--- src/rtl/apiwsc_pkg.sv ---
`timescale 1ns / 1ps
package apiwsc_pkg;

    localparam int FRAC_BITS_DEF = 24;
    localparam int ENC_BITS_DEF  = 16;

    localparam int VAL_W   = 48;
    localparam int ACC_W   = 52;
    localparam int SP_W    = 24;
    localparam int PWM_W   = 16;
    localparam int SPD_W   = 24;
    localparam int RATE_W  = 32;
    localparam int CFG_W   = 64;
    localparam int ADDR_W  = 5;
    localparam int M_DATA_W = 88;
    localparam int HOLD_LIMIT = 40000;

    localparam int STEP_W    = 6;
    localparam int LAST_STEP = 32;
    localparam int SH_W      = 6;

    localparam logic signed [VAL_W-1:0] C_FILT_A = 48'sd4188881604;
    localparam logic signed [VAL_W-1:0] C_FILT_B = 48'sd106042743;
    localparam logic signed [VAL_W-1:0] C_M1     = 48'sd8250632176;
    localparam logic signed [VAL_W-1:0] C_M2     = 48'sd3964254814;
    localparam logic signed [VAL_W-1:0] C_REF_A  = 48'sd5239860;
    localparam logic signed [VAL_W-1:0] C_REF_B  = 48'sd3350074;
    localparam logic signed [VAL_W-1:0] C_KP     = 48'sd330068237;
    localparam logic signed [VAL_W-1:0] C_KI_A   = 48'sd1675037;
    localparam logic signed [VAL_W-1:0] C_KI_B   = 48'sd1073742;
    localparam logic signed [VAL_W-1:0] C_HALF_T = 48'sd21474836;

    localparam logic [RATE_W-1:0] RATE_RST = 32'd214748;

    localparam logic signed [VAL_W-1:0] VAL_MAX = {1'b0, {(VAL_W-1){1'b1}}};
    localparam logic signed [VAL_W-1:0] VAL_MIN = {1'b1, {(VAL_W-1){1'b0}}};
    localparam logic signed [ACC_W-1:0] ACC_MAX = {{(ACC_W-VAL_W+1){1'b0}}, {(VAL_W-1){1'b1}}};
    localparam logic signed [ACC_W-1:0] ACC_MIN = {{(ACC_W-VAL_W+1){1'b1}}, {(VAL_W-1){1'b0}}};

    typedef enum logic [1:0] {
        REG_KP_START, REG_KI_START, REG_RATE_P, REG_RATE_I
    } reg_idx_t;

    typedef enum logic [5:0] {
        S_FS, S_RAW, S_SP, S_MH0, S_MH1, S_EH0, S_EH1, S_KPS0, S_KPS1, S_KIS0, S_KIS1,
        S_PG, S_IG, S_DP, S_EC, S_YM, S_EM, S_DKP, S_DKI, S_T, S_H, S_D1, S_S2, S_ONE,
        S_C_FA, S_C_FB, S_C_M1, S_C_M2, S_C_RA, S_C_RB, S_C_KP, S_C_KIA, S_C_KIB,
        S_C_HALF, S_RATE_P, S_RATE_I
    } src_t;

    typedef enum logic [1:0] {SHS_32, SHS_F, SHS_F8} shs_t;
    typedef enum logic [1:0] {ACC_LOAD, ACC_ADD, ACC_SUB} accop_t;
    typedef enum logic [3:0] {
        D_NONE, D_FS, D_EC, D_YM, D_EM, D_DKP, D_DKI, D_T, D_PG, D_IG, D_H, D_D1, D_S2,
        D_U, D_SPD
    } dst_t;

    typedef struct packed {
        logic   use_mul;
        src_t   a;
        src_t   b;
        shs_t   sh;
        accop_t op;
        dst_t   dst;
    } uop_t;

    typedef enum logic [2:0] {ST_IDLE, ST_ISSUE, ST_WAIT, ST_COMMIT, ST_HOLD} state_t;
    typedef enum logic [1:0] {PH_IDLE, PH_MUL, PH_RND, PH_FIN} mph_t;

    typedef struct packed {
        logic              capture;
        logic              mul_start;
        logic              apply;
        logic              commit;
        logic              out_load;
        logic              wheel;
        logic [STEP_W-1:0] step;
    } cmd_t;

    typedef struct packed {
        logic [VAL_W-1:0]  kp_start;
        logic [VAL_W-1:0]  ki_start;
        logic [RATE_W-1:0] rate_p;
        logic [RATE_W-1:0] rate_i;
        logic              load_kp;
        logic              load_ki;
    } cfg_t;

    function automatic logic signed [VAL_W-1:0] sat48(input logic signed [ACC_W-1:0] v);
        if (v > ACC_MAX) begin
            sat48 = VAL_MAX;
        end else if (v < ACC_MIN) begin
            sat48 = VAL_MIN;
        end else begin
            sat48 = v[VAL_W-1:0];
        end
    endfunction

    // per-wheel microprogram
    function automatic uop_t uop(input logic [STEP_W-1:0] step);
        case (step)
            6'd0:  uop = '{1'b1, S_C_FA,   S_FS,   SHS_32, ACC_LOAD, D_NONE};
            6'd1:  uop = '{1'b1, S_C_FB,   S_RAW,  SHS_32, ACC_ADD,  D_FS};
            6'd2:  uop = '{1'b0, S_SP,     S_ONE,  SHS_32, ACC_LOAD, D_NONE};
            6'd3:  uop = '{1'b0, S_FS,     S_ONE,  SHS_32, ACC_SUB,  D_EC};
            6'd4:  uop = '{1'b1, S_C_RA,   S_SP,   SHS_32, ACC_LOAD, D_NONE};
            6'd5:  uop = '{1'b1, S_C_RB,   S_SP,   SHS_32, ACC_ADD,  D_NONE};
            6'd6:  uop = '{1'b1, S_C_M1,   S_MH0,  SHS_32, ACC_ADD,  D_NONE};
            6'd7:  uop = '{1'b1, S_C_M2,   S_MH1,  SHS_32, ACC_SUB,  D_YM};
            6'd8:  uop = '{1'b0, S_FS,     S_ONE,  SHS_32, ACC_LOAD, D_NONE};
            6'd9:  uop = '{1'b0, S_YM,     S_ONE,  SHS_32, ACC_SUB,  D_EM};
            6'd10: uop = '{1'b1, S_C_M1,   S_KPS0, SHS_32, ACC_LOAD, D_NONE};
            6'd11: uop = '{1'b1, S_C_M2,   S_KPS1, SHS_32, ACC_SUB,  D_NONE};
            6'd12: uop = '{1'b1, S_C_KP,   S_EH0,  SHS_32, ACC_ADD,  D_NONE};
            6'd13: uop = '{1'b1, S_C_KP,   S_EH1,  SHS_32, ACC_SUB,  D_DKP};
            6'd14: uop = '{1'b1, S_EM,     S_DKP,  SHS_F,  ACC_LOAD, D_T};
            6'd15: uop = '{1'b0, S_PG,     S_ONE,  SHS_32, ACC_LOAD, D_NONE};
            6'd16: uop = '{1'b1, S_RATE_P, S_T,    SHS_32, ACC_SUB,  D_PG};
            6'd17: uop = '{1'b1, S_C_M1,   S_KIS0, SHS_32, ACC_LOAD, D_NONE};
            6'd18: uop = '{1'b1, S_C_M2,   S_KIS1, SHS_32, ACC_SUB,  D_NONE};
            6'd19: uop = '{1'b1, S_C_KIA,  S_EH0,  SHS_32, ACC_ADD,  D_NONE};
            6'd20: uop = '{1'b1, S_C_KIB,  S_EH1,  SHS_32, ACC_ADD,  D_DKI};
            6'd21: uop = '{1'b1, S_EM,     S_DKI,  SHS_F,  ACC_LOAD, D_T};
            6'd22: uop = '{1'b0, S_IG,     S_ONE,  SHS_32, ACC_LOAD, D_NONE};
            6'd23: uop = '{1'b1, S_RATE_I, S_T,    SHS_32, ACC_SUB,  D_IG};
            6'd24: uop = '{1'b0, S_EC,     S_ONE,  SHS_32, ACC_LOAD, D_NONE};
            6'd25: uop = '{1'b0, S_EH0,    S_ONE,  SHS_32, ACC_SUB,  D_D1};
            6'd26: uop = '{1'b0, S_EC,     S_ONE,  SHS_32, ACC_LOAD, D_NONE};
            6'd27: uop = '{1'b0, S_EH0,    S_ONE,  SHS_32, ACC_ADD,  D_S2};
            6'd28: uop = '{1'b1, S_C_HALF, S_IG,   SHS_32, ACC_LOAD, D_H};
            6'd29: uop = '{1'b0, S_DP,     S_ONE,  SHS_32, ACC_LOAD, D_NONE};
            6'd30: uop = '{1'b1, S_PG,     S_D1,   SHS_F,  ACC_ADD,  D_NONE};
            6'd31: uop = '{1'b1, S_H,      S_S2,   SHS_F,  ACC_ADD,  D_U};
            6'd32: uop = '{1'b1, S_FS,     S_ONE,  SHS_F8, ACC_LOAD, D_SPD};
            default: uop = '{1'b0, S_ONE,  S_ONE,  SHS_32, ACC_LOAD, D_NONE};
        endcase
    endfunction

endpackage

--- src/rtl/apiwsc_regs.sv ---
`timescale 1ns / 1ps
module apiwsc_regs
    import apiwsc_pkg::*;
(
    input  logic              aclk,
    input  logic              aresetn,
    input  logic              psel,
    input  logic              penable,
    input  logic              pwrite,
    input  logic [ADDR_W-1:0] paddr,
    input  logic [CFG_W-1:0]  pwdata,
    output logic [CFG_W-1:0]  prdata,
    output logic              pready,
    output cfg_t              cfg
);

    logic [VAL_W-1:0]  kp_reg;
    logic [VAL_W-1:0]  ki_reg;
    logic [RATE_W-1:0] rp_reg;
    logic [RATE_W-1:0] ri_reg;
    logic              wr;
    reg_idx_t          idx;

    assign pready = 1'b1;
    assign wr     = psel & penable & pwrite & pready;
    assign idx    = reg_idx_t'(paddr[4:3]);

    always_ff @(posedge aclk) begin
        if (!aresetn) begin
            kp_reg <= '0;
            ki_reg <= '0;
            rp_reg <= RATE_RST;
            ri_reg <= RATE_RST;
        end else if (wr) begin
            case (idx)
                REG_KP_START: kp_reg <= pwdata[VAL_W-1:0];
                REG_KI_START: ki_reg <= pwdata[VAL_W-1:0];
                REG_RATE_P:   rp_reg <= pwdata[RATE_W-1:0];
                REG_RATE_I:   ri_reg <= pwdata[RATE_W-1:0];
                default: ;
            endcase
        end
    end

    always_comb begin
        case (idx)
            REG_KP_START: prdata = {{(CFG_W-VAL_W){kp_reg[VAL_W-1]}}, kp_reg};
            REG_KI_START: prdata = {{(CFG_W-VAL_W){ki_reg[VAL_W-1]}}, ki_reg};
            REG_RATE_P:   prdata = {{(CFG_W-RATE_W){1'b0}}, rp_reg};
            REG_RATE_I:   prdata = {{(CFG_W-RATE_W){1'b0}}, ri_reg};
            default:      prdata = '0;
        endcase
    end

    assign cfg.kp_start = pwdata[VAL_W-1:0];
    assign cfg.ki_start = pwdata[VAL_W-1:0];
    assign cfg.rate_p   = rp_reg;
    assign cfg.rate_i   = ri_reg;
    assign cfg.load_kp  = wr && (idx == REG_KP_START);
    assign cfg.load_ki  = wr && (idx == REG_KI_START);

endmodule

--- config.mk ---
export PLATFORM = sky130hd
export DESIGN_NAME = apiwsc_regs
export DESIGN_NICKNAME = d
export VERILOG_FILES = /design/src/rtl/apiwsc_pkg.sv /design/src/rtl/apiwsc_regs.sv
export SDC_FILE = /design/constraint.sdc
export NUM_CORES = 1
export LEC_CHECK = 0
export BUFFER_PORTS_ARGS = -buffer_cell sky130_fd_sc_hd__buf_2
export CORE_AREA = 10 10 144 146
export CTS_BUF_LIST = sky130_fd_sc_hd__clkbuf_16
export DETAILED_ROUTE_END_ITERATION = 10
export DIE_AREA = 0 0 154 156
export PLACE_DENSITY_LB_ADDON = 0.05
export REMOVE_ABC_BUFFERS = 1
export SLEW_MARGIN = 20
export SYNTH_ARGS = -nofsm -noshare
export SYNTH_HDL_FRONTEND = slang
export SYNTH_SLANG_ARGS = --single-unit
--- constraint.sdc ---
create_clock -name aclk -period 2.3 [get_ports aclk]
set_input_delay 0.46 -clock aclk [delete_from_list [all_inputs] [get_ports aclk]]
set_output_delay 0.46 -clock aclk [all_outputs]
set_load 0.1 [all_outputs]
==> metrics.md <==
| Metric | Value |
|---|---|
| Core area | `0.01784 sq mm` |
| Vias in the first global route | `6155` |
| Max-cap violation count | `0` |
| Pin slew with the least headroom to its limit | `522.7 ps` |
| Synth top cells by count | `188 x nand2_1, 176 x mux2i_1, 160 x dfxtp_1` |
| First-pass GRT wire length | `between 30 and 40 mm` |
| Synthesized area | `around 0.0078 sq mm` |
| Max Fanout on Critical Path | `11` |
| VDD IR max | `between 0.5 and 0.6 mV` |
| Worst R2R Path Depth | `2` |
| ANT cells | `0` |
| Worst hold slack | `326.5 ps` |
| Final Hold Fails | `0` |
| Port bufs | `280` |
| Yosys warnings | `0` |
| CTS tree | `built` |
| TNS Setup | `0 ps` |
| Chip width | `around 150 um` |
| Slew Limit Headroom | `0.6539` |
| Drt initial violations | `about 190` |
| Hold Crit Depth | `3` |
| Vias | `just under 6000` |
| Most area-consuming cells after synthesis | `dfxtp_1 41%, mux2i_1 22%, buf_4 12%` |
| Nets | `1002` |
| Register area share after synthesis | `0.4084` |
| Post-Synthesis Cells | `between 700 and 800` |
| Ports | `301` |
| Clock latency on the worst-skew pair | `around 420 ps` |
| Setup bufs post-CTS | `0` |
| Minimum clock period | `between 2000 and 2500 ps` |
| Critical path type | `in2out` |
| Required @ worst endpoint | `1840 ps` |
| Total gr overflow | `0` |
| Status | `finished, final reports clean` |
| Count leader, synth | `nand2_1` |
| Top FF cell, synth | `dfxtp_1` |
| Final worst-path cycle share | `0.8951` |
| ANT nets after route | `0` |
| Routed len/inst | `18.20 um` |
| Clock transition at path regs | `approximately 70 ps` |
| Full die area | `approximately 0.024 sq mm` |
| Clock Skew | `0 ps` |
| H-tree depth | `4` |
| Number of buffers created by CTS | `17` |
| Post-DP HPWL | `16.02 mm` |
| Placer congestion estimate | `around 0.74` |
| Crit end category | `output port` |
| Largest net degree at the start of global routing | `62` |
| Yosys top cell area share | `0.4084` |
| Max clock buf depth | `2` |
| Synth cell types | `19` |
| Pre-antenna DRT Iters | `5` |
| Type of origin of the critical path | `input port` |
| Starting Density | `0.4396` |
| GRT Util Overall | `0.1695` |
| Number of hold buffers added after cts | `0` |
| RSZ-0062 raised after global routing | `false` |
| Hold WC Path Type | `in2reg` |
| Vias per inst | `approximately 5` |
| EDFF count, synth | `0` |
| Setup Viol. Count Final | `0` |
| Fmax | `about 490 MHz` |
| Post-cts sizing count | `0` |
| Worst path arrival time | `around 1600 ps` |
| DRC violations left | `0` |
| Fin. max-slew vios | `0` |
| Initial antenna violation count | `0` |
| Power Dens Cells | `between 600 and 700 mW/mm^2` |
| CTS root buf | `clkbuf_16` |
| Area delta synth->final | `30.62%` |
| DRT Wirelength | `roughly 21 mm` |
| Fill cells | `1525` |
| #FFs+latches synth | `between 150 and 200` |
| Cell taking the most area after synthesis | `dfxtp_1` |
| Placed cells | `1138` |
| Share of layout cells above drive strength 1 | `0.3858` |
| Height of the chip | `between 150 and 200 um` |
| Post-synth ARST share | `0` |
| Pleak | `~4.7 nW` |
| Final Non-Filler Cells | `between 1000 and 1500` |
| Average cell area after synthesis | `approximately 10 sq um` |
| Rows | `roughly 50` |
| # clock sinks | `160` |
-- path summary, 6_finish.rpt --
kind         slack (ps)                 endpoint               startpoint
max reg2reg        1650  rp_reg[11]$_SDFFE_PN0P_  rp_reg[11]$_SDFFE_PN0P_
min reg2reg         460  kp_reg[41]$_SDFFE_PN0P_  kp_reg[41]$_SDFFE_PN0P_
max                 240                prdata[5]                 paddr[3]
min                 330  ki_reg[37]$_SDFFE_PN0P_               pwdata[37]
-- through the flow --
stage / utilization / power, mW / setup slack (ps) / instance area, sq um
2_1_floorplan: - / 3.337 / -19470 / 6699
3_3_place_gp: 0.5427 / 4.444 / 219.6 / 9682
3_5_place_dp: 0.5427 / 4.459 / 228.2 / 9682
4_1_cts: 0.5742 / 7.144 / 227.9 / 10240
5_1_grt: 0.5742 / 7.316 / 156.6 / 10240
6_report: 0.5742 / 7.057 / 241.2 / 10240
-- metal layers --
metal / global-route usage / share of wire / wire length [um] / up-vias
met3: 0.05983 / 0.069 / 1463 / 20
met4: 0.04948 / 0.012 / 245 / 0
li1: - / - / - / 2789
met2: 0.3101 / 0.53 / 11270 / 169
met1: 0.1788 / 0.39 / 8315 / 2800
met5: 0 / 0 / 0 / -
-- power by group --
group          leakage [nW]  internal, mW  switching [mW]
Combinational          3.13         0.321            1.23
Clock                 0.265          1.50            1.17
Sequential             1.29          2.81          0.0212
Total                  4.69          4.63            2.43
-- logic make-up (layout without fill, tap and decap cells) --
| group | count (synthesis) | in the layout | share of synthesized area |
|---|---|---|---|
| mux | 208 | 208 | 0.3165 |
| simple gates | 240 | 240 | 0.1283 |
| flops | 160 | 160 | 0.4084 |
| other cells | 1 | 1 | 0.0004782 |
| buf+inv | 167 | 332 | 0.1463 |
-- cell type report --
type	instances	area, sq um	area share
well taps	229	286.5	0.02797
repair buffers	299	2691	0.2627
clock buffers	17	425.4	0.04153
clock inverters	15	136.4	0.01331
flip-flops and latches	160	3203	0.3127
multi-input cells	449	3497	0.3414
inverters	1	3.754	0.0003664
-- cell usage in the layout, fill, tap and decap left out --
| master | n |
|---|---|
| and3_1 | 1 |
| nor3_4 | 1 |
| bufinv_16 | 1 |
| clkinvlp_4 | 3 |
| nand2_1 | 188 |
| nand3_2 | 1 |
| nand3b_1 | 1 |
| inv_6 | 3 |
| buf_12 | 78 |
| dfxtp_1 | 160 |
| inv_8 | 1 |
| buf_6 | 1 |
| mux2i_1 | 176 |
| mux4_2 | 32 |
| buf_2 | 213 |
| clkbuf_16 | 17 |
| inv_1 | 1 |
| nor2b_1 | 30 |
| conb_1 | 1 |
| nor2_1 | 16 |
| nand3_1 | 1 |
| clkinv_4 | 4 |
| clkinv_1 | 3 |
| nor3b_2 | 1 |
| buf_4 | 7 |
-- worst max-delay path, cell delays in order --
cell and delay (ps):
buf_4 120, buf_4 250, mux4_2 570, buf_12 190
(Power assumes the default switching activity.)
