File: src/rtl/apiwsc_pkg.sv
`timescale 1ns / 1ps
package apiwsc_pkg;

    localparam int FRAC_BITS_DEF = 24;
    localparam int ENC_BITS_DEF  = 16;

    localparam int VAL_W   = 48;
    localparam int ACC_W   = 52;
    localparam int SP_W    = 24;
    localparam int PWM_W   = 16;
    localparam int SPD_W   = 24;
    localparam int RATE_W  = 32;
    localparam int CFG_W   = 64;
    localparam int ADDR_W  = 5;
    localparam int M_DATA_W = 88;
    localparam int HOLD_LIMIT = 40000;

    localparam int STEP_W    = 6;
    localparam int LAST_STEP = 32;
    localparam int SH_W      = 6;

    localparam logic signed [VAL_W-1:0] C_FILT_A = 48'sd4188881604;
    localparam logic signed [VAL_W-1:0] C_FILT_B = 48'sd106042743;
    localparam logic signed [VAL_W-1:0] C_M1     = 48'sd8250632176;
    localparam logic signed [VAL_W-1:0] C_M2     = 48'sd3964254814;
    localparam logic signed [VAL_W-1:0] C_REF_A  = 48'sd5239860;
    localparam logic signed [VAL_W-1:0] C_REF_B  = 48'sd3350074;
    localparam logic signed [VAL_W-1:0] C_KP     = 48'sd330068237;
    localparam logic signed [VAL_W-1:0] C_KI_A   = 48'sd1675037;
    localparam logic signed [VAL_W-1:0] C_KI_B   = 48'sd1073742;
    localparam logic signed [VAL_W-1:0] C_HALF_T = 48'sd21474836;

    localparam logic [RATE_W-1:0] RATE_RST = 32'd214748;

    localparam logic signed [VAL_W-1:0] VAL_MAX = {1'b0, {(VAL_W-1){1'b1}}};
    localparam logic signed [VAL_W-1:0] VAL_MIN = {1'b1, {(VAL_W-1){1'b0}}};
    localparam logic signed [ACC_W-1:0] ACC_MAX = {{(ACC_W-VAL_W+1){1'b0}}, {(VAL_W-1){1'b1}}};
    localparam logic signed [ACC_W-1:0] ACC_MIN = {{(ACC_W-VAL_W+1){1'b1}}, {(VAL_W-1){1'b0}}};

    typedef enum logic [1:0] {
        REG_KP_START, REG_KI_START, REG_RATE_P, REG_RATE_I
    } reg_idx_t;

    typedef enum logic [5:0] {
        S_FS, S_RAW, S_SP, S_MH0, S_MH1, S_EH0, S_EH1, S_KPS0, S_KPS1, S_KIS0, S_KIS1,
        S_PG, S_IG, S_DP, S_EC, S_YM, S_EM, S_DKP, S_DKI, S_T, S_H, S_D1, S_S2, S_ONE,
        S_C_FA, S_C_FB, S_C_M1, S_C_M2, S_C_RA, S_C_RB, S_C_KP, S_C_KIA, S_C_KIB,
        S_C_HALF, S_RATE_P, S_RATE_I
    } src_t;

    typedef enum logic [1:0] {SHS_32, SHS_F, SHS_F8} shs_t;
    typedef enum logic [1:0] {ACC_LOAD, ACC_ADD, ACC_SUB} accop_t;
    typedef enum logic [3:0] {
        D_NONE, D_FS, D_EC, D_YM, D_EM, D_DKP, D_DKI, D_T, D_PG, D_IG, D_H, D_D1, D_S2,
        D_U, D_SPD
    } dst_t;

    typedef struct packed {
        logic   use_mul;
        src_t   a;
        src_t   b;
        shs_t   sh;
        accop_t op;
        dst_t   dst;
    } uop_t;

    typedef enum logic [2:0] {ST_IDLE, ST_ISSUE, ST_WAIT, ST_COMMIT, ST_HOLD} state_t;
    typedef enum logic [1:0] {PH_IDLE, PH_MUL, PH_RND, PH_FIN} mph_t;

    typedef struct packed {
        logic              capture;
        logic              mul_start;
        logic              apply;
        logic              commit;
        logic              out_load;
        logic              wheel;
        logic [STEP_W-1:0] step;
    } cmd_t;

    typedef struct packed {
        logic [VAL_W-1:0]  kp_start;
        logic [VAL_W-1:0]  ki_start;
        logic [RATE_W-1:0] rate_p;
        logic [RATE_W-1:0] rate_i;
        logic              load_kp;
        logic              load_ki;
    } cfg_t;

    function automatic logic signed [VAL_W-1:0] sat48(input logic signed [ACC_W-1:0] v);
        if (v > ACC_MAX) begin
            sat48 = VAL_MAX;
        end else if (v < ACC_MIN) begin
            sat48 = VAL_MIN;
        end else begin
            sat48 = v[VAL_W-1:0];
        end
    endfunction

    // per-wheel microprogram
    function automatic uop_t uop(input logic [STEP_W-1:0] step);
        case (step)
            6'd0:  uop = '{1'b1, S_C_FA,   S_FS,   SHS_32, ACC_LOAD, D_NONE};
            6'd1:  uop = '{1'b1, S_C_FB,   S_RAW,  SHS_32, ACC_ADD,  D_FS};
            6'd2:  uop = '{1'b0, S_SP,     S_ONE,  SHS_32, ACC_LOAD, D_NONE};
            6'd3:  uop = '{1'b0, S_FS,     S_ONE,  SHS_32, ACC_SUB,  D_EC};
            6'd4:  uop = '{1'b1, S_C_RA,   S_SP,   SHS_32, ACC_LOAD, D_NONE};
            6'd5:  uop = '{1'b1, S_C_RB,   S_SP,   SHS_32, ACC_ADD,  D_NONE};
            6'd6:  uop = '{1'b1, S_C_M1,   S_MH0,  SHS_32, ACC_ADD,  D_NONE};
            6'd7:  uop = '{1'b1, S_C_M2,   S_MH1,  SHS_32, ACC_SUB,  D_YM};
            6'd8:  uop = '{1'b0, S_FS,     S_ONE,  SHS_32, ACC_LOAD, D_NONE};
            6'd9:  uop = '{1'b0, S_YM,     S_ONE,  SHS_32, ACC_SUB,  D_EM};
            6'd10: uop = '{1'b1, S_C_M1,   S_KPS0, SHS_32, ACC_LOAD, D_NONE};
            6'd11: uop = '{1'b1, S_C_M2,   S_KPS1, SHS_32, ACC_SUB,  D_NONE};
            6'd12: uop = '{1'b1, S_C_KP,   S_EH0,  SHS_32, ACC_ADD,  D_NONE};
            6'd13: uop = '{1'b1, S_C_KP,   S_EH1,  SHS_32, ACC_SUB,  D_DKP};
            6'd14: uop = '{1'b1, S_EM,     S_DKP,  SHS_F,  ACC_LOAD, D_T};
            6'd15: uop = '{1'b0, S_PG,     S_ONE,  SHS_32, ACC_LOAD, D_NONE};
            6'd16: uop = '{1'b1, S_RATE_P, S_T,    SHS_32, ACC_SUB,  D_PG};
            6'd17: uop = '{1'b1, S_C_M1,   S_KIS0, SHS_32, ACC_LOAD, D_NONE};
            6'd18: uop = '{1'b1, S_C_M2,   S_KIS1, SHS_32, ACC_SUB,  D_NONE};
            6'd19: uop = '{1'b1, S_C_KIA,  S_EH0,  SHS_32, ACC_ADD,  D_NONE};
            6'd20: uop = '{1'b1, S_C_KIB,  S_EH1,  SHS_32, ACC_ADD,  D_DKI};
            6'd21: uop = '{1'b1, S_EM,     S_DKI,  SHS_F,  ACC_LOAD, D_T};
            6'd22: uop = '{1'b0, S_IG,     S_ONE,  SHS_32, ACC_LOAD, D_NONE};
            6'd23: uop = '{1'b1, S_RATE_I, S_T,    SHS_32, ACC_SUB,  D_IG};
            6'd24: uop = '{1'b0, S_EC,     S_ONE,  SHS_32, ACC_LOAD, D_NONE};
            6'd25: uop = '{1'b0, S_EH0,    S_ONE,  SHS_32, ACC_SUB,  D_D1};
            6'd26: uop = '{1'b0, S_EC,     S_ONE,  SHS_32, ACC_LOAD, D_NONE};
            6'd27: uop = '{1'b0, S_EH0,    S_ONE,  SHS_32, ACC_ADD,  D_S2};
            6'd28: uop = '{1'b1, S_C_HALF, S_IG,   SHS_32, ACC_LOAD, D_H};
            6'd29: uop = '{1'b0, S_DP,     S_ONE,  SHS_32, ACC_LOAD, D_NONE};
            6'd30: uop = '{1'b1, S_PG,     S_D1,   SHS_F,  ACC_ADD,  D_NONE};
            6'd31: uop = '{1'b1, S_H,      S_S2,   SHS_F,  ACC_ADD,  D_U};
            6'd32: uop = '{1'b1, S_FS,     S_ONE,  SHS_F8, ACC_LOAD, D_SPD};
            default: uop = '{1'b0, S_ONE,  S_ONE,  SHS_32, ACC_LOAD, D_NONE};
        endcase
    endfunction

endpackage

File: src/rtl/apiwsc_ctrl.sv
`timescale 1ns / 1ps
module apiwsc_ctrl
    import apiwsc_pkg::*;
(
    input  logic aclk,
    input  logic aresetn,
    input  logic s_tvalid,
    output logic s_tready,
    output logic m_tvalid,
    input  logic m_tready,
    input  logic mul_done,
    output cmd_t cmd
);

    state_t            state_reg, state_next;
    logic [STEP_W-1:0] step_reg, step_next;
    logic              wheel_reg, wheel_next;
    logic              m_valid_reg, m_valid_next;
    logic              adv;
    uop_t              u;

    assign u = uop(step_reg);

    always_ff @(posedge aclk) begin
        if (!aresetn) begin
            state_reg   <= ST_IDLE;
            step_reg    <= '0;
            wheel_reg   <= 1'b0;
            m_valid_reg <= 1'b0;
        end else begin
            state_reg   <= state_next;
            step_reg    <= step_next;
            wheel_reg   <= wheel_next;
            m_valid_reg <= m_valid_next;
        end
    end

    always_comb begin
        state_next = state_reg;
        step_next  = step_reg;
        wheel_next = wheel_reg;
        cmd        = '0;
        cmd.wheel  = wheel_reg;
        cmd.step   = step_reg;
        s_tready   = 1'b0;
        adv        = 1'b0;
        case (state_reg)
            ST_IDLE: begin
                s_tready = 1'b1;
                if (s_tvalid) begin
                    cmd.capture = 1'b1;
                    step_next   = '0;
                    wheel_next  = 1'b0;
                    state_next  = ST_ISSUE;
                end
            end
            ST_ISSUE: begin
                if (u.use_mul) begin
                    cmd.mul_start = 1'b1;
                    state_next    = ST_WAIT;
                end else begin
                    cmd.apply = 1'b1;
                    adv       = 1'b1;
                end
            end
            ST_WAIT: begin
                if (mul_done) begin
                    cmd.apply = 1'b1;
                    adv       = 1'b1;
                end
            end
            ST_COMMIT: begin
                cmd.commit = 1'b1;
                if (!wheel_reg) begin
                    wheel_next = 1'b1;
                    step_next  = '0;
                    state_next = ST_ISSUE;
                end else begin
                    state_next = ST_HOLD;
                end
            end
            ST_HOLD: begin
                if (!m_valid_reg || m_tready) begin
                    cmd.out_load = 1'b1;
                    state_next   = ST_IDLE;
                end
            end
            default: state_next = ST_IDLE;
        endcase
        if (adv) begin
            if (step_reg == STEP_W'(LAST_STEP)) begin
                state_next = ST_COMMIT;
            end else begin
                step_next  = step_reg + STEP_W'(1);
                state_next = ST_ISSUE;
            end
        end
        if (cmd.out_load) begin
            m_valid_next = 1'b1;
        end else if (m_tready) begin
            m_valid_next = 1'b0;
        end else begin
            m_valid_next = m_valid_reg;
        end
    end

    assign m_tvalid = m_valid_reg;

    a_load_valid: assert property (@(posedge aclk) disable iff (!aresetn)
        cmd.out_load |=> m_tvalid)
        else $error("result not presented after load");

    a_capture_start: assert property (@(posedge aclk) disable iff (!aresetn)
        cmd.capture |=> (state_reg == ST_ISSUE && step_reg == '0 && !wheel_reg))
        else $error("sequence did not restart on new item");

    a_step_range: assert property (@(posedge aclk) disable iff (!aresetn)
        step_reg <= STEP_W'(LAST_STEP))
        else $error("step counter out of range");

    a_second_wheel: assert property (@(posedge aclk) disable iff (!aresetn)
        (cmd.commit && wheel_reg) |=> state_reg == ST_HOLD)
        else $error("missed result hold after second wheel");

endmodule

File: config.mk
export PLATFORM = sky130hd
export DESIGN_NAME = apiwsc_ctrl
export DESIGN_NICKNAME = d
export VERILOG_FILES = /design/src/rtl/apiwsc_pkg.sv /design/src/rtl/apiwsc_ctrl.sv
export SDC_FILE = /design/constraint.sdc
export NUM_CORES = 1
export LEC_CHECK = 0
export BUFFER_PORTS_ARGS = -buffer_cell sky130_fd_sc_hd__clkbuf_2
export CORE_MARGIN = 2
export CORE_UTILIZATION = 37
export CTS_BUF_LIST = sky130_fd_sc_hd__clkbuf_2 sky130_fd_sc_hd__clkbuf_4 sky130_fd_sc_hd__clkbuf_8
export CTS_CLUSTER_DIAMETER = 100
export DETAILED_ROUTE_END_ITERATION = 8
export MAX_ROUTING_LAYER = met4
export PLACE_DENSITY = 0.65
export SYNTH_ARGS = -nofsm -noshare
export SYNTH_HDL_FRONTEND = slang
export SYNTH_SLANG_ARGS = --single-unit
export TNS_END_PERCENT = 10
File: constraint.sdc
create_clock -name aclk -period 3.2 [get_ports aclk]
set_input_delay 0.48 -clock aclk [delete_from_list [all_inputs] [get_ports aclk]]
set_output_delay 0.48 -clock aclk [all_outputs]
set_load 0.01 [all_outputs]
==> results of run 1 <==
==> placed cells by master (no fill, tap or decap), types with 2 or more instances in the layout <==
cell      netlist  routed
nor4b_4         2       2
o21a_1          2       2
o211ai_1        2       2
ha_1            2       2
a21oi_1         4       4
o211a_1         2       2
clkbuf_4        0       3
nor2b_1         6       6
clkbuf_2        1      18
o32ai_1         2       2
inv_1           4       4
nor2_1          7       7
and3_1          2       2
o21ai_0         3       3
nand3_1         4       4
nand2_1         5       5
and3_4          2       2
nor3_1          3       3
dfxtp_1        12      12
==> per-stage QoR <==
stage,util [%],area [µm²]
after floorplan,-,946
after global placement,39.8,977
after detailed placement,39.8,977
after CTS,40.7,1000
after global routing,40.7,1000
final,40.7,1000
==> layout make-up <==
type	instances	area [µm²]
clock buffer	3	22.5
multi-input combinational	74	591
inverter	5	18.8
timing repair buffer	18	90.1
sequential	12	240
fill	242	1460
tap	30	37.5
==> synthesized netlist by cell type, drive strengths merged (2+ instances only) <==
| cell type | n | area, µm² |
|---|---|---|
| nor4b | 3 | 56.3 |
| o32ai | 2 | 17.5 |
| nand2 | 5 | 18.8 |
| and2 | 2 | 16.3 |
| buf | 7 | 63.8 |
| dfxtp | 12 | 240 |
| o21a | 2 | 15.0 |
| a21o | 2 | 23.8 |
| o211ai | 2 | 15.0 |
| nor2 | 8 | 32.5 |
| and3 | 5 | 42.5 |
| o21ai | 3 | 15.0 |
| o211a | 2 | 20.0 |
| nor2b | 6 | 37.5 |
| a31oi | 2 | 33.8 |
| nor3 | 4 | 25.0 |
| o311ai | 2 | 17.5 |
| ha | 2 | 25.0 |
| nand3 | 5 | 30.0 |
| clkbuf | 3 | 32.5 |
| inv | 5 | 18.8 |
| a21oi | 4 | 20.0 |
==> worst max path at each step <==
stage	startpoint	slack, ps	to
final	state_reg[2]	870	u[20]
after global routing	state_reg[2]	700	u[20]
after floorplan	state_reg[0]	1270	u[20]
after detailed placement	state_reg[2]	900	u[20]
after CTS	state_reg[2]	880	u[20]
after global placement	state_reg[2]	1010	u[20]
==> power by group <==
group,switching [µW],internal (µW),leakage (µW),total [µW]
clock,53.5,43.6,0.0000138,97.1
sequential,16.8,155,0.0000971,171
combinational,38.7,32.7,0.000337,71.3
total,109,231,0.000448,340
==> per-layer routing <==
metal | vias up | global-route usage [%]
li1 | 393 | -
met1 | 382 | 19.6
met2 | 22 | 20.5
met3 | 4 | 2.46
met4 | 0 | 10.0
met5 | - | -
==> logic make-up (layout without fill, tap and decap cells) <==
group	count (synthesis)	after routing	synth area share, %
AO/OA/AOI/OAI	26	26	24.7
XOR/XNOR	1	1	0.926
adder cells (fa/ha/maj)	2	2	2.65
buffers and inverters	15	26	12.2
flip-flops	12	12	25.4
AND/OR/NAND/NOR	45	45	34.1
==> worst min-delay path, cell delays in order <==
cell and delay, ps:
clkbuf_2 80, nor2b_1 60, a21oi_1 130, nor2b_1 50
==> flow_metrics.py, run 1 <==
metrics = {
    "run_status": {
        "status": "finished clean",
    },
    "place": {
        "placed_cells": 139,
        "io_buffers": 18,
        "post-dp-hpwl_um": 1410,
        "place_congestion": 0.836,
        "dp_slack_ps": 902,
    },
    "route": {
        "detail_route.wirelength.met1_um": 915,
        "drt_iter0_drc": 26,
        "drtPass1Iterations": 4,
        "wl_met3_um": 69,
        "drtAntennaViolNets": 0,
        "vias": 801,
        "routed.top_layer": "met4",
        "drt_drc_violations_left": 0,
        "postRouteWirelength_um": 1950,
        "wire_per_inst_um": 13.7,
        "viasPerCell": 5.64,
        "met2_length_um": 922,
    },
    "finish": {
        "final_cells": 142,
        "largest_reg_flops": 6,
        "drive_gt1_share_pct": 36.6,
        "n_antenna_cell": 0,
        "fin_nets": 121,
        "syn2layout_area_growth_pct": 5.69,
    },
    "power": {
        "powerDensity_nw_per_um2": 340,
        "peakVddDrop_v": 0.000184,
        "power.leakage_uw": 0.000448,
        "power_uw": 340,
    },
    "synthesis": {
        "ys_types": 48,
        "ys_seq_area_share_pct": 25.4,
        "async_flop_share_pct": 0,
        "syn_area_per_cell_um2": 9.37,
        "syn-num-nets": 108,
        "synth_warnings": 0,
        "synth_edf_count": 0,
        "synthFlopType": "dfxtp_1",
        "syn_area_um2": 946,
        "ys_ff_latch": 12,
        "syn-instance-count": 101,
    },
    "cts": {
        "clockBufferDepth": 2,
        "cts.clk_slew.worst_paths_ps": 80,
        "cts_buffers": 3,
        "cts_resized": 0,
        "clkSinkCount": 12,
        "clockRootBuffer": "clkbuf_4",
        "cts_tree": "yes",
        "clock_latency_ps": 280,
        "post_cts_buffers": 0,
        "hold_buffers": 0,
        "h-tree-depth": 1,
    },
    "worst_setup_path": {
        "crit_type": "flip-flop to flip-flop",
        "cp.arrival_ps": 2550,
        "crit_family": "compound AO/OA/AOI/OAI gates",
        "reg2reg_depth": 8,
        "r2r_slack_ps": 870,
        "cp_slowest_cell": "dfxtp_1",
        "crit_fanout": 13,
        "cp-end-kind": "flip-flop",
        "r2r-end": "u[20]",
        "start_kind": "flip-flop",
        "rr_startpoint": "state_reg[2]",
        "slowest_delay_ps": 600,
        "worst-path-stages": 8,
        "required_ps": 3430,
        "cp_num_buf_inv": 1,
        "path_cells": "nor2_2 -> a31oi_4 -> inv_2 -> and3_4 -> o31ai_4 -> nand3_2 -> o32ai_1 -> o21a_1",
    },
    "timing": {
        "hold_viol_final": 0,
        "slew_headroom_pct": 65.3,
        "setup_viol": 0,
        "setup_tns_ps": 0,
        "fin_crit_ps": 2330,
        "setup_ws_ps": 873,
        "whs_ps": 563,
        "worstMarginPinSlew_ps": 513,
        "fin_skew_ps": 2.95,
        "rsz0062_at_grt": "false",
        "max_freq_ghz": 0.430,
        "slew_viol_final": 0,
        "post-route-period-util_pct": 72.7,
    },
    "hold_path": {
        "min_path_cells": 4,
        "whs_endpoint": "m_tvalid",
        "min_path_type": "primary input to flip-flop",
        "hold_start": "m_tready",
    },
    "die": {
        "coreArea_um2": 2450,
        "row_count": 18,
        "die_y_um": 54.6,
        "die_area_um2": 2980,
        "initial_core_util_pct": 38.5,
        "ioPinCount": 19,
        "fp.dieW_um": 54.6,
    },
    "run": {
        "maxCapViolCount": 0,
    },
    "grt": {
        "grt_usage_pct": 14.8,
        "grt_overflow": 0,
        "antenna_found_initial": 0,
        "grt_pass1_vias": 659,
        "grt_first_pass_wirelength_um": 2990,
        "grt_max_degree": 17,
    },
}
(Power assumes the default switching activity.)
==> inputs of run 2 (changes only) <==
- ABC_AREA: not set -> 1
- PLACE_DENSITY: 0.65 -> 0.67
- clock period: 3.2 -> 2 ns (I/O delays scaled with it)
==> flow_metrics.py, run 2 <==
metrics = {
    "run_status": {
        "status": "finished clean",
    },
    "route": {
        "drtPass1Iterations": 4,
        "wire_per_inst_um": 10.8,
        "vias": 966,
        "drt_drc_violations_left": 0,
        "postRouteWirelength_um": 2200,
        "drtAntennaViolNets": 0,
        "drt_iter0_drc": 18,
        "viasPerCell": 4.76,
    },
    "timing": {
        "slew_headroom_pct": 77.2,
        "max_freq_ghz": 0.567,
        "rsz0062_at_grt": "false",
        "setup_tns_ps": 0,
        "slew_viol_final": 0,
        "worstMarginPinSlew_ps": 342,
        "fin_skew_ps": 7.59,
        "hold_viol_final": 0,
        "whs_ps": 310,
        "setup_ws_ps": 238,
        "setup_viol": 0,
        "post-route-period-util_pct": 88.1,
        "fin_crit_ps": 1760,
    },
    "synthesis": {
        "synth_edf_count": 0,
        "ys_types": 23,
        "synthMostInstantiatedCell": "nand2_1",
        "async_flop_share_pct": 0,
        "synth_warnings": 0,
        "syn-num-nets": 162,
        "syn-instance-count": 155,
        "syn_area_um2": 966,
        "yosys.area.top_type": "dfxtp_1",
        "synthFlopType": "dfxtp_1",
        "yosysTopAreaCellShare_pct": 24.9,
        "synth_area_leaders": "dfxtp_1 25%, nand2_1 14%, inv_1 9.3%",
        "ys_seq_area_share_pct": 24.9,
        "syn_area_per_cell_um2": 6.23,
        "ys_ff_latch": 12,
        "synth_commonest_cells": "37 x nand2_1, 24 x inv_1, 16 x nor2_1",
    },
    "cts": {
        "cts_buffers": 3,
        "clockRootBuffer": "clkbuf_4",
        "h-tree-depth": 1,
        "clock_latency_ps": 280,
        "clkSinkCount": 12,
        "clockBufferDepth": 2,
        "cts_tree": "yes",
        "post_cts_buffers": 0,
        "cts.clk_slew.worst_paths_ps": 80,
    },
    "grt": {
        "grt_overflow": 0,
        "grt_pass1_vias": 859,
        "antenna_found_initial": 0,
        "grt_first_pass_wirelength_um": 3610,
        "grt_usage_pct": 16.8,
        "grt_max_degree": 10,
    },
    "worst_setup_path": {
        "crit_type": "flip-flop to flip-flop",
        "required_ps": 2180,
        "start_kind": "flip-flop",
        "cp.arrival_ps": 1940,
        "crit_fanout": 6,
        "cp-end-kind": "flip-flop",
    },
    "finish": {
        "syn2layout_area_growth_pct": 14.5,
        "n_antenna_cell": 0,
        "fin_nets": 181,
        "final_util_pct": 44.6,
        "drive_gt1_share_pct": 30.1,
        "final_common_cell": "nand2_1",
        "most-common-layout-cells": "37 x nand2_1, 24 x inv_1, 18 x clkbuf_2, 16 x nor2_1, 13 x nand3_1",
        "largest_reg_flops": 6,
    },
    "place": {
        "post-dp-hpwl_um": 1750,
        "dp_slack_ps": 259,
        "place_congestion": 0.909,
        "io_buffers": 18,
    },
    "hold_path": {
        "min_path_type": "primary input to flip-flop",
    },
    "die": {
        "die_area_um2": 3040,
        "coreArea_um2": 2480,
        "row_count": 18,
        "initial_core_util_pct": 39.0,
        "ioPinCount": 19,
        "fp.dieW_um": 55.1,
        "die_y_um": 55.1,
    },
    "power": {
        "powerDensity_nw_per_um2": 1210,
        "peakVddDrop_v": 0.000547,
        "power_uw": 1340,
        "power.leakage_uw": 0.000617,
    },
    "run": {
        "maxCapViolCount": 0,
    },
}
-- run 2: where the power goes --
| part | switching [µW] | total, µW | leakage [µW] | internal, µW |
|---|---|---|---|---|
| registers | 79.9 | 372 | 0.0000980 | 293 |
| logic | 483 | 766 | 0.000498 | 283 |
| clock network | 89.0 | 200 | 0.0000210 | 111 |
-- run 2: worst paths after layout --
| check | start | to | slack (ps) | cells past startpoint |
|---|---|---|---|---|
| min reg2reg | m_tvalid | m_tvalid | 560 | 4 |
| max | step_reg[1] | u[20] | 240 | 14 |
| max reg2reg | step_reg[1] | u[20] | 240 | 14 |
| min | m_tready | m_tvalid | 310 | 4 |
-- run 2: stage by stage --
stage / std cells / cell area (µm²)
detailed placement: 199 / 1070
global placement: 199 / 1070
finish: 203 / 1110
floorplan: 155 / 966
global route: 203 / 1110
CTS: 203 / 1100
-- run 2: layout make-up --
cell class,count,area [µm²]
inverters,30,114
flip-flops and latches,12,240
repair buffers,19,97.6
clock buffers,4,36.3
well taps,30,37.5
fillers,269,1370
multi-input cells,108,581
-- run 2: what timing repair did --
action / 4_1_cts / 5_1_grt
setup endpoints to repair: 0 / 1
gates resized for setup: 0 / 1
hold buffers: 0 / 0
-- run 2: cells by family (layout without fill, tap and decap cells) --
kind of cell	count (synthesis)	in the layout	share of synthesized area (%)
xor gates and xnor gates	1	1	0.907
DFF	12	12	24.9
AOI/OAI and AO/OA	12	12	6.86
and+or+nand+nor	93	93	49.4
buffers and inverters	35	53	15.4
adders and majority gates	2	2	2.59
-- run 2: critical path, stage by stage, from the launching register on --
cell and delay [ps]:
dfxtp_1 410, inv_1 60, ha_1 170, inv_1 50, nor2_1 30, nand3_1 150, nand2_4 100, a21oi_2 160
nand2_1 90, nor2_1 120, nor2_2 40, nor2_1 90, nor2_1 50, nor2_1 80, nor2_1 40
-- run 2: per-layer routing --
layer | track usage [%] | part of all wire [%]
met1 | 18.1 | 43
met3 | 3.23 | 5.1
met2 | 31.0 | 49
met4 | 5.28 | 2.7
met5 | - | 0
